==> src/sv/spa_pkg.sv <==
// Shared types and constants of the sparse polynomial add/subtract block.
package spa_pkg;

    localparam int COEF_W = 32;
    localparam int EXP_W = 16;
    localparam int TERM_W = COEF_W + EXP_W;
    localparam int CMD_W = 3;
    localparam int STAT_W = 2;

    // Longest readout, and the width of a counter that can hold it.
    localparam int MAX_RESULTS = 32;
    localparam int RES_CW = 6;

    localparam logic [CMD_W-1:0] CMD_CLEAR  = 3'd0;
    localparam logic [CMD_W-1:0] CMD_LOAD_A = 3'd1;
    localparam logic [CMD_W-1:0] CMD_LOAD_B = 3'd2;
    localparam logic [CMD_W-1:0] CMD_ADD    = 3'd3;
    localparam logic [CMD_W-1:0] CMD_SUB    = 3'd4;
    localparam logic [CMD_W-1:0] CMD_READ   = 3'd5;

    localparam logic [STAT_W-1:0] STAT_OK    = 2'd0;
    localparam logic [STAT_W-1:0] STAT_FULL  = 2'd1;
    localparam logic [STAT_W-1:0] STAT_EMPTY = 2'd2;

    localparam logic signed [COEF_W-1:0] COEF_MAX = 32'sh7FFF_FFFF;
    localparam logic signed [COEF_W-1:0] COEF_MIN = 32'sh8000_0000;

    // Commands from the controller to the datapath.
    typedef struct packed {
        logic latch_in;
        logic clear;
        logic load_a;
        logic load_b;
        logic set_ok;
        logic set_empty;
        logic merge_init;
        logic merge_step;
        logic copy_init;
        logic copy_step;
        logic commit;
        logic read_init;
        logic emit_term;
        logic emit_summary;
    } t_ctl;

    // Status from the datapath to the controller.
    typedef struct packed {
        logic [CMD_W-1:0] cmd;
        logic             out_free;
        logic             tables_empty;
        logic             merge_done;
        logic             copy_done;
        logic             read_done;
    } t_sts;

endpackage

==> src/sv/spa_dp.sv <==
// Datapath: term tables, merge scratch, indices, saturating combiner and output register.
module spa_dp #(
    parameter int MAX_TERMS = 16
) (
    input  logic                        i_clk,
    input  logic                        i_rst_n,
    input  spa_pkg::t_ctl               i_ctl,
    output spa_pkg::t_sts               o_sts,
    input  logic [spa_pkg::TERM_W-1:0]  i_s_tdata,
    input  logic [spa_pkg::CMD_W-1:0]   i_s_tuser,
    output logic                        o_m_tvalid,
    input  logic                        i_m_tready,
    output logic [spa_pkg::TERM_W-1:0]  o_m_tdata,
    output logic [3:0]                  o_m_tuser,
    output logic                        o_m_tlast
);

    localparam int IW = (MAX_TERMS > 1) ? $clog2(MAX_TERMS) : 1;
    localparam int CW = $clog2(MAX_TERMS + 1);
    localparam int TW = (CW + 1 > spa_pkg::RES_CW) ? CW + 1 : spa_pkg::RES_CW;
    localparam int CF = spa_pkg::COEF_W;
    localparam int EF = spa_pkg::EXP_W;

    // Terms are stored as {coefficient, exponent}.
    logic [spa_pkg::TERM_W-1:0] a_mem [MAX_TERMS];
    logic [spa_pkg::TERM_W-1:0] b_mem [MAX_TERMS];
    logic [spa_pkg::TERM_W-1:0] s_mem [MAX_TERMS];

    logic [spa_pkg::TERM_W-1:0] r_a_rd, r_b_rd, r_s_rd;

    logic [spa_pkg::CMD_W-1:0]  r_cmd;
    logic [CF-1:0]              r_coef;
    logic [EF-1:0]              r_exp;

    logic [CW-1:0] r_a_count, r_b_count;
    logic [CW-1:0] r_i, r_j, r_n, r_k;
    logic          r_over;
    logic [TW-1:0] r_emitted;
    logic [spa_pkg::STAT_W-1:0] r_res_status;

    logic                       r_m_tvalid;
    logic [CF-1:0]              r_o_coef;
    logic [EF-1:0]              r_o_exp;
    logic                       r_o_which;
    logic                       r_o_term;
    logic [spa_pkg::STAT_W-1:0] r_o_status;
    logic                       r_o_last;

    logic out_free;
    logic a_avail, b_avail, take_a, take_b, both, sub, skip, a_full, b_full;
    logic signed [CF-1:0] ca, cb, neg_b, comb, mc;
    logic signed [EF-1:0] ea, eb, me;
    logic signed [CF:0]   sum;
    logic [TW-1:0]        total, sum_counts;
    logic                 a_we;
    logic [IW-1:0]        a_waddr;
    logic [spa_pkg::TERM_W-1:0] a_wdata;
    logic                 rd_from_b;

    assign out_free = !r_m_tvalid || i_m_tready;

    assign a_avail = r_i < r_a_count;
    assign b_avail = r_j < r_b_count;
    assign a_full  = r_a_count >= CW'(MAX_TERMS);
    assign b_full  = r_b_count >= CW'(MAX_TERMS);
    assign sub     = r_cmd == spa_pkg::CMD_SUB;

    assign ca = r_a_rd[spa_pkg::TERM_W-1:EF];
    assign ea = r_a_rd[EF-1:0];
    assign cb = r_b_rd[spa_pkg::TERM_W-1:EF];
    assign eb = r_b_rd[EF-1:0];

    always_comb begin
        take_a = !b_avail || (a_avail && (ea < eb));
        take_b = !take_a && (!a_avail || (eb < ea));
        both   = !take_a && !take_b;
        neg_b  = (cb == spa_pkg::COEF_MIN) ? spa_pkg::COEF_MAX : -cb;
        sum    = sub ? ({ca[CF-1], ca} - {cb[CF-1], cb})
                     : ({ca[CF-1], ca} + {cb[CF-1], cb});
        if (sum[CF] != sum[CF-1]) begin
            comb = sum[CF] ? spa_pkg::COEF_MIN : spa_pkg::COEF_MAX;
        end else begin
            comb = sum[CF-1:0];
        end
        if (take_a) begin
            mc = ca;
            me = ea;
        end else if (take_b) begin
            mc = sub ? neg_b : cb;
            me = eb;
        end else begin
            mc = comb;
            me = ea;
        end
        skip = both && (comb == '0);
    end

    // Readout is capped at the result limit.
    assign sum_counts = TW'(r_a_count) + TW'(r_b_count);
    assign total = (sum_counts > TW'(spa_pkg::MAX_RESULTS)) ?
                   TW'(spa_pkg::MAX_RESULTS) : sum_counts;
    assign rd_from_b = !a_avail;

    // Table A has one write port, shared by loads and the copy back.
    always_comb begin
        a_we    = 1'b0;
        a_waddr = r_k[IW-1:0];
        a_wdata = r_s_rd;
        if (i_ctl.load_a && !a_full) begin
            a_we    = 1'b1;
            a_waddr = r_a_count[IW-1:0];
            a_wdata = {r_coef, r_exp};
        end else if (i_ctl.copy_step) begin
            a_we = 1'b1;
        end
    end

    always_ff @(posedge i_clk) begin
        if (a_we) begin
            a_mem[a_waddr] <= a_wdata;
        end
        r_a_rd <= a_mem[r_i[IW-1:0]];
    end

    always_ff @(posedge i_clk) begin
        if (i_ctl.load_b && !b_full) begin
            b_mem[r_b_count[IW-1:0]] <= {r_coef, r_exp};
        end
        r_b_rd <= b_mem[r_j[IW-1:0]];
    end

    always_ff @(posedge i_clk) begin
        if (i_ctl.merge_step && !skip && (r_n < CW'(MAX_TERMS))) begin
            s_mem[r_n[IW-1:0]] <= {mc, me};
        end
        r_s_rd <= s_mem[r_k[IW-1:0]];
    end

    always_ff @(posedge i_clk) begin
        if (i_ctl.latch_in) begin
            r_cmd  <= i_s_tuser;
            r_coef <= i_s_tdata[CF-1:0];
            r_exp  <= i_s_tdata[spa_pkg::TERM_W-1:CF];
        end
    end

    always_ff @(posedge i_clk) begin
        if (!i_rst_n) begin
            r_a_count    <= '0;
            r_b_count    <= '0;
            r_i          <= '0;
            r_j          <= '0;
            r_n          <= '0;
            r_k          <= '0;
            r_over       <= 1'b0;
            r_emitted    <= '0;
            r_res_status <= spa_pkg::STAT_OK;
        end else begin
            if (i_ctl.clear) begin
                r_a_count    <= '0;
                r_b_count    <= '0;
                r_res_status <= spa_pkg::STAT_OK;
            end
            if (i_ctl.set_ok) begin
                r_res_status <= spa_pkg::STAT_OK;
            end
            if (i_ctl.set_empty) begin
                r_res_status <= spa_pkg::STAT_EMPTY;
            end
            if (i_ctl.load_a) begin
                if (a_full) begin
                    r_res_status <= spa_pkg::STAT_FULL;
                end else begin
                    r_res_status <= spa_pkg::STAT_OK;
                    r_a_count    <= r_a_count + CW'(1);
                end
            end
            if (i_ctl.load_b) begin
                if (b_full) begin
                    r_res_status <= spa_pkg::STAT_FULL;
                end else begin
                    r_res_status <= spa_pkg::STAT_OK;
                    r_b_count    <= r_b_count + CW'(1);
                end
            end
            if (i_ctl.merge_init || i_ctl.read_init) begin
                r_i       <= '0;
                r_j       <= '0;
                r_n       <= '0;
                r_over    <= 1'b0;
                r_emitted <= '0;
            end
            if (i_ctl.merge_step) begin
                if (take_a || both) begin
                    r_i <= r_i + CW'(1);
                end
                if (take_b || both) begin
                    r_j <= r_j + CW'(1);
                end
                if (!skip) begin
                    if (r_n < CW'(MAX_TERMS)) begin
                        r_n <= r_n + CW'(1);
                    end else begin
                        r_over <= 1'b1;
                    end
                end
            end
            if (i_ctl.copy_init) begin
                r_k <= '0;
            end
            if (i_ctl.copy_step) begin
                r_k <= r_k + CW'(1);
            end
            if (i_ctl.commit) begin
                r_a_count    <= r_n;
                r_res_status <= r_over ? spa_pkg::STAT_FULL : spa_pkg::STAT_OK;
            end
            if (i_ctl.emit_term) begin
                r_emitted <= r_emitted + TW'(1);
                if (rd_from_b) begin
                    r_j <= r_j + CW'(1);
                end else begin
                    r_i <= r_i + CW'(1);
                end
            end
        end
    end

    // Output register.
    always_ff @(posedge i_clk) begin
        if (!i_rst_n) begin
            r_m_tvalid <= 1'b0;
        end else if (i_ctl.emit_term || i_ctl.emit_summary) begin
            r_m_tvalid <= 1'b1;
        end else if (i_m_tready) begin
            r_m_tvalid <= 1'b0;
        end
    end

    always_ff @(posedge i_clk) begin
        if (i_ctl.emit_term) begin
            r_o_which  <= rd_from_b;
            r_o_coef   <= rd_from_b ? r_b_rd[spa_pkg::TERM_W-1:EF] : r_a_rd[spa_pkg::TERM_W-1:EF];
            r_o_exp    <= rd_from_b ? r_b_rd[EF-1:0] : r_a_rd[EF-1:0];
            r_o_term   <= 1'b1;
            r_o_status <= spa_pkg::STAT_OK;
            r_o_last   <= (r_emitted + TW'(1)) == total;
        end else if (i_ctl.emit_summary) begin
            r_o_which  <= 1'b0;
            r_o_coef   <= '0;
            r_o_exp    <= '0;
            r_o_term   <= 1'b0;
            r_o_status <= r_res_status;
            r_o_last   <= 1'b1;
        end
    end

    assign o_m_tvalid = r_m_tvalid;
    assign o_m_tdata  = {r_o_exp, r_o_coef};
    assign o_m_tuser  = {r_o_status, r_o_term, r_o_which};
    assign o_m_tlast  = r_o_last;

    assign o_sts.cmd          = r_cmd;
    assign o_sts.out_free     = out_free;
    assign o_sts.tables_empty = (r_a_count == '0) && (r_b_count == '0);
    assign o_sts.merge_done   = !a_avail && !b_avail;
    assign o_sts.copy_done    = r_k >= r_n;
    assign o_sts.read_done    = r_emitted == total;

endmodule

==> src/sv/spa_ctrl.sv <==
// Controller state machine that sequences commands through the datapath.
module spa_ctrl (
    input  logic          i_clk,
    input  logic          i_rst_n,
    input  logic          i_s_tvalid,
    output logic          o_s_tready,
    input  spa_pkg::t_sts i_sts,
    output spa_pkg::t_ctl o_ctl
);

    localparam logic [3:0] S_IDLE    = 4'd0;
    localparam logic [3:0] S_DECODE  = 4'd1;
    localparam logic [3:0] S_RESULT  = 4'd2;
    localparam logic [3:0] S_M_FETCH = 4'd3;
    localparam logic [3:0] S_M_STEP  = 4'd4;
    localparam logic [3:0] S_C_FETCH = 4'd5;
    localparam logic [3:0] S_C_WRITE = 4'd6;
    localparam logic [3:0] S_R_FETCH = 4'd7;
    localparam logic [3:0] S_R_SEND  = 4'd8;

    logic [3:0] r_state, n_state;

    assign o_s_tready = r_state == S_IDLE;

    always_comb begin
        n_state = r_state;
        o_ctl   = '0;
        case (r_state)
            S_IDLE: begin
                if (i_s_tvalid) begin
                    o_ctl.latch_in = 1'b1;
                    n_state        = S_DECODE;
                end
            end
            S_DECODE: begin
                case (i_sts.cmd)
                    spa_pkg::CMD_CLEAR: begin
                        o_ctl.clear = 1'b1;
                        n_state     = S_RESULT;
                    end
                    spa_pkg::CMD_LOAD_A: begin
                        o_ctl.load_a = 1'b1;
                        n_state      = S_RESULT;
                    end
                    spa_pkg::CMD_LOAD_B: begin
                        o_ctl.load_b = 1'b1;
                        n_state      = S_RESULT;
                    end
                    spa_pkg::CMD_ADD, spa_pkg::CMD_SUB: begin
                        o_ctl.merge_init = 1'b1;
                        n_state          = S_M_FETCH;
                    end
                    spa_pkg::CMD_READ: begin
                        if (i_sts.tables_empty) begin
                            o_ctl.set_empty = 1'b1;
                            n_state         = S_RESULT;
                        end else begin
                            o_ctl.read_init = 1'b1;
                            n_state         = S_R_FETCH;
                        end
                    end
                    default: begin
                        o_ctl.set_ok = 1'b1;
                        n_state      = S_RESULT;
                    end
                endcase
            end
            S_RESULT: begin
                if (i_sts.out_free) begin
                    o_ctl.emit_summary = 1'b1;
                    n_state            = S_IDLE;
                end
            end
            S_M_FETCH: begin
                if (i_sts.merge_done) begin
                    o_ctl.copy_init = 1'b1;
                    n_state         = S_C_FETCH;
                end else begin
                    n_state = S_M_STEP;
                end
            end
            S_M_STEP: begin
                o_ctl.merge_step = 1'b1;
                n_state          = S_M_FETCH;
            end
            S_C_FETCH: begin
                if (i_sts.copy_done) begin
                    o_ctl.commit = 1'b1;
                    n_state      = S_RESULT;
                end else begin
                    n_state = S_C_WRITE;
                end
            end
            S_C_WRITE: begin
                o_ctl.copy_step = 1'b1;
                n_state         = S_C_FETCH;
            end
            S_R_FETCH: begin
                n_state = i_sts.read_done ? S_IDLE : S_R_SEND;
            end
            S_R_SEND: begin
                if (i_sts.out_free) begin
                    o_ctl.emit_term = 1'b1;
                    n_state         = S_R_FETCH;
                end
            end
            default: begin
                n_state = S_IDLE;
            end
        endcase
    end

    always_ff @(posedge i_clk) begin
        if (!i_rst_n) begin
            r_state <= S_IDLE;
        end else begin
            r_state <= n_state;
        end
    end

endmodule

==> src/sv/sparse_polynomial_add_sub.sv <==
// Top level of the sparse polynomial add/subtract block.
//
// This block keeps two sparse polynomials, A and B, as tables of up to MAX_TERMS
// terms each, meant to be loaded in ascending exponent order (the order is not
// checked). Each request carries one command: clear both tables, append a term
// to A or to B, add or subtract B into A, or read out A followed by B. Every
// command other than read out returns one response with no term and a status
// (0 ok, 1 capacity exceeded, 2 nothing to read). A merge combines terms of
// equal exponent with 32-bit saturation, drops terms that cancel to zero,
// inserts unmatched B terms (negated when subtracting) and keeps the lowest
// MAX_TERMS terms if the result would overflow, flagging status 1. Read out
// returns one response per stored term, at most 32, with tlast on the final
// one; with both tables empty it returns a single status 2 response. Requests
// are taken one at a time. Each table has one registered read port, so every
// merge step first fetches the heads of A and B and then combines them; there
// is one step per term taken from A or B, and a pair of equal exponents
// shares one step, so a merge has at most a_count + b_count steps. Then each
// result term is fetched from the scratch table and copied back into A. Read
// out likewise fetches each term from the registered table read before
// sending it. The output register lets a new request be accepted while the
// last response is still waiting to be taken.
module sparse_polynomial_add_sub #(
    parameter int MAX_TERMS = 16
) (
    input  logic                       i_clk,
    input  logic                       i_rst_n,
    input  logic                       i_s_tvalid,
    output logic                       o_s_tready,
    // Fields from bit 0: coefficient [31:0], exponent [47:32].
    input  logic [spa_pkg::TERM_W-1:0] i_s_tdata,
    // Fields from bit 0: command [2:0].
    input  logic [spa_pkg::CMD_W-1:0]  i_s_tuser,
    output logic                       o_m_tvalid,
    input  logic                       i_m_tready,
    // Fields from bit 0: term_coefficient [31:0], term_exponent [47:32].
    output logic [spa_pkg::TERM_W-1:0] o_m_tdata,
    // Fields from bit 0: which_poly [0], term_valid [1], status [3:2].
    output logic [3:0]                 o_m_tuser,
    output logic                       o_m_tlast
);

    spa_pkg::t_ctl ctl;
    spa_pkg::t_sts sts;

    // The controller only steps through states; all storage lives in the datapath.
    spa_ctrl u_ctrl (
        .i_clk      (i_clk),
        .i_rst_n    (i_rst_n),
        .i_s_tvalid (i_s_tvalid),
        .o_s_tready (o_s_tready),
        .i_sts      (sts),
        .o_ctl      (ctl)
    );

    spa_dp #(
        .MAX_TERMS (MAX_TERMS)
    ) u_dp (
        .i_clk      (i_clk),
        .i_rst_n    (i_rst_n),
        .i_ctl      (ctl),
        .o_sts      (sts),
        .i_s_tdata  (i_s_tdata),
        .i_s_tuser  (i_s_tuser),
        .o_m_tvalid (o_m_tvalid),
        .i_m_tready (i_m_tready),
        .o_m_tdata  (o_m_tdata),
        .o_m_tuser  (o_m_tuser),
        .o_m_tlast  (o_m_tlast)
    );

endmodule
==> config.mk <==
export PLATFORM = sky130hd
export DESIGN_NAME = sparse_polynomial_add_sub
export DESIGN_NICKNAME = d
export VERILOG_FILES = /design/src/sv/spa_pkg.sv /design/src/sv/spa_dp.sv /design/src/sv/spa_ctrl.sv /design/src/sv/sparse_polynomial_add_sub.sv
export SDC_FILE = /design/constraint.sdc
export NUM_CORES = 2
export LEC_CHECK = 0
export BUFFER_PORTS_ARGS = -buffer_cell sky130_fd_sc_hd__clkbuf_2
export CORE_MARGIN = 5
export CORE_UTILIZATION = 31
export DETAILED_ROUTE_END_ITERATION = 12
export SYNTH_ARGS = -nofsm -noshare
export SYNTH_HDL_FRONTEND = slang
export SYNTH_HIERARCHICAL = 1
export SYNTH_SLANG_ARGS = --single-unit
==> constraint.sdc <==
create_clock -name i_clk -period 8.55 [get_ports i_clk]
set_clock_uncertainty 0.2 [all_clocks]
set_input_delay 1.2825 -clock i_clk [delete_from_list [all_inputs] [get_ports i_clk]]
set_output_delay 1.2825 -clock i_clk [all_outputs]
set_load 0.01 [all_outputs]
==> load_flow_metrics.sql <==
INSERT INTO impl_metrics (metric_group, metric, value, unit) VALUES
('final_layout', 'post_route_cells_drive_above_1_share', '0.2644', ''),
('global_routing', 'globalRoute.totalOverflow', '0', ''),
('worst_setup_path', 'worst_ep_required_time', '8870', 'ps'),
('timing', 'post-route-period-util', '0.9027', ''),
('yosys', 'synth_top_cell_by_area', 'sky130_fd_sc_hd__edfxtp_1', ''),
('yosys', 'synth-edff-count', '2405', ''),
('yosys', 'top_reg_cell_synth', 'sky130_fd_sc_hd__edfxtp_1', ''),
('final_layout', 'area_delta_synth_final', '14.67', '%'),
('yosys', 'synth.net_count', '5187', ''),
('routing', 'routed_antenna_nets', '0', ''),
('yosys', 'synth_top_cells_by_area', 'sky130_fd_sc_hd__edfxtp_1 71%, sky130_fd_sc_hd__mux4_2 16%, sky130_fd_sc_hd__dfxtp_1 3.8%', ''),
('routing', 'via_count', '51210', ''),
('floorplan', 'fp.dieW', '583.1', 'um'),
('timing', 'max_slew.worst_pin.slew', '1384', 'ps'),
('run_status', 'status', 'finished clean', ''),
('yosys', 'synthesis.instances', '5049', ''),
('clock_network', 'tritoncts_num_sinks', '2596', ''),
('power_and_ir_drop', 'p_per_area', '221.9', 'nW/um^2'),
('timing', 'finalSetupViolations', '0', ''),
('worst_setup_path', 'cpMaxStageDelayCell', 'sky130_fd_sc_hd__nor3b_2', ''),
('placement', 'globalplace.congestion', '0.9234', ''),
('hold_path', 'hold-path-cell-count', '1', ''),
('worst_setup_path', 'worst-setup-path-type', 'reg -> reg', ''),
('routing', 'route.detailed.vias_per_inst', '5.195', ''),
('worst_setup_path', 'critical_path.startpoint_type', 'flop', ''),
('global_routing', 'grt_start_max_net_pins', '161', ''),
('timing', 'final.min_clock_period', '7718', 'ps'),
('floorplan', 'design.die.area', '340000', 'sq um'),
('clock_network', 'setup_fix_buffers_added_after_clock_tree_synthesis', '0', ''),
('run', 'max_cap_viols', '0', ''),
('hold_path', 'timing.hold.worst.class', 'reg -> reg', ''),
('clock_network', 'worst_skew_pair.late_latency', '850', 'ps'),
('final_layout', 'most_frequent_standard_cell_in_the_layout_excluding_fill_and_tap_cells', 'sky130_fd_sc_hd__edfxtp_1', ''),
('global_routing', 'global_routing_usage_summed_across_all_routing_layers', '0.1601', ''),
('power_and_ir_drop', 'design_power_total', '25.90', 'mW'),
('worst_setup_path', 'timing.critical_path.slowest_cell_delay', '950', 'ps'),
('global_routing', 'grt_first_pass_wirelength', '393900', 'um'),
('worst_setup_path', 'number_of_gates_on_the_worst_path_with_buffers_counted', '20', ''),
('clock_network', 'clockBufferDepth', '4', ''),
('final_layout', 'multi_input_area', '24770', 'sq um'),
('yosys', 'synth-async-reset-ratio', '0', ''),
('timing', 'max_freq', '129.6', 'MHz'),
('placement', 'dp_hpwl', '171400', 'um'),
('worst_setup_path', 'cp_cell_sequence', 'nor3_2, nand4_1, or2_2, nor2_1, nand2_1, nor3b_1, nor2_1, xnor2_1, ha_1, nand2_1, o21ai_0, a21oi_1, o21ai_0, a31oi_1, xnor2_1, or4_1, nor4_2, nor3b_2, and3_2, buf_4', ''),
('timing', 'worst_slew_margin_rel', '0.07709', ''),
('clock_network', 'cts_max_level', '5', ''),
('final_layout', 'nets', '5425', ''),
('floorplan', 'core-area', '327100', 'sq um'),
('floorplan', 'initial_utilization', '0.3112', ''),
('yosys', 'postSynthAreaPerCell', '20.16', 'sq um'),
('worst_setup_path', 'worst-path-max-fanout', '19', ''),
('clock_network', 'numCtsBuffers', '269', ''),
('routing', 'drt_first_pass_iters', '5', ''),
('floorplan', 'rows', '210', ''),
('yosys', 'fraction_of_the_yosys_area_taken_by_sequential_cells', '0.7469', ''),
('routing', 'drc', '0', ''),
('timing', 'timing_hold_violations_final', '0', ''),
('clock_network', 'worst_setup_hold_path_clk_slew', '70', 'ps'),
('worst_setup_path', 'cpLargestDelayFamily', 'simple AND/OR/NAND/NOR gates', ''),
('placement', 'port_buffers', '109', ''),
('yosys', 'post_synth_instance_area', '101800', 'sq um'),
('yosys', 'synth_largest_type_area_fraction', '0.7094', ''),
('final_layout', 'fill_cells', '29920', ''),
('global_routing', 'grt_antenna_before_repair', '19', ''),
('routing', 'drt_total_wl', '278400', 'um'),
('worst_setup_path', 'cp.arrival', '8030', 'ps'),
('power_and_ir_drop', 'vdd_drop_max', '0.1494', 'mV'),
('final_layout', 'sequential_cell_area', '76080', 'sq um'),
('clock_network', 'cts-resized-gates', '0', ''),
('global_routing', 'vias_in_the_first_global_route', '51947', ''),
('clock_network', 'ctsHoldBuffers', '0', '');
-- metrics by stage --
stage	util	instances	setup WS, ps	setup TNS (ps)	cell area, sq um
detailed placement	0.3312	9362	1050	0	108300
CTS	0.3567	9834	1059	0	116700
global placement	0.3312	9362	984.8	0	108300
global route	0.3568	9852	362.4	0	116700
finish	0.3569	9858	832.2	0	116700
floorplan	-	5049	-9.621	-1384	101800
-- metal layers --
metal  share of wire  global-route usage  up-vias  wire length, um
met5        0.000097                   0        -               27
met4           0.037             0.05882        4            10300
met3           0.060             0.02210      419            16790
met2            0.50              0.2690     1988           138800
met1            0.40              0.2127    27592           112500
li1                -                   -    21207                -
-- report_power, final --
| part | total [mW] | switching (mW) | leakage, nW | internal (mW) |
|---|---|---|---|---|
| registers | 14.1 | 0.135 | 23.2 | 13.9 |
| logic | 0.620 | 0.439 | 8.46 | 0.181 |
| clock network | 11.2 | 4.81 | 4.06 | 6.41 |
| total | 25.9 | 5.38 | 35.7 | 20.5 |
-- sequential cells by signal, indices dropped and copies added, names as in the netlist, 16 cells and up --
register,flops
u_dp/r_b_rd,48
u_dp/b_mem,768
u_dp/r_o_coef,32
u_dp/a_mem,768
u_dp/s_mem,768
u_dp/r_exp,16
u_dp/r_coef,32
u_dp/r_s_rd,48
u_dp/r_o_exp,16
u_dp/r_a_rd,48
-- final timing paths --
check | endpoint | slack (ps)
worst min register to register | u_dp/r_j[4] | 310
worst min-delay path | u_dp/r_j[4] | 310
worst max-delay path | u_dp/s_mem[5][2] | 830
worst max register to register | u_dp/s_mem[5][2] | 830
-- cells by family after synthesis --
kind of cell    after synthesis  synth area share
flops                      2596            0.7469
buf+inv                     345           0.01326
simple gates                779           0.03516
fa+ha+maj                    86           0.01064
compound gates              444           0.02755
xor+xnor                     65          0.005666
mux                         734            0.1608
-- cell type report --
class                           count  area share
Tap cell                         4346     0.04658
Clock inverter                    127    0.009399
Multi-Input combinational cell   2108      0.2122
Clock buffer                      345     0.06197
Antenna cell                       24   0.0005145
Sequential cell                  2596      0.6517
Timing Repair Buffer              250     0.01556
Inverter                           62    0.002026
-- synth_stat cells, drive strengths merged (5+ instances only) --
| cell type | count |
|---|---|
| nor3b | 7 |
| o31ai | 10 |
| nand2b | 18 |
| nand4 | 20 |
| mux4 | 720 |
| clkbuf | 214 |
| nor2b | 13 |
| nand2 | 346 |
| a22oi | 5 |
| ha | 81 |
| or4 | 6 |
| buf | 69 |
| a21o | 19 |
| and3 | 23 |
| a21boi | 50 |
| o21a | 10 |
| a31oi | 41 |
| inv | 62 |
| mux2 | 6 |
| or2 | 7 |
| nand3b | 13 |
| o211ai | 9 |
| xnor2 | 35 |
| a211oi | 22 |
| or3 | 10 |
| nand4b | 5 |
| and2 | 9 |
| nor3 | 48 |
| o22ai | 24 |
| dfxtp | 191 |
| edfxtp | 2405 |
| xor2 | 30 |
| o21ai | 76 |
| a21oi | 134 |
| nor4 | 14 |
| nor2 | 189 |
| o221ai | 8 |
| nand3 | 37 |
| mux2i | 8 |
Note: power is estimated with default switching activity, not from simulation.
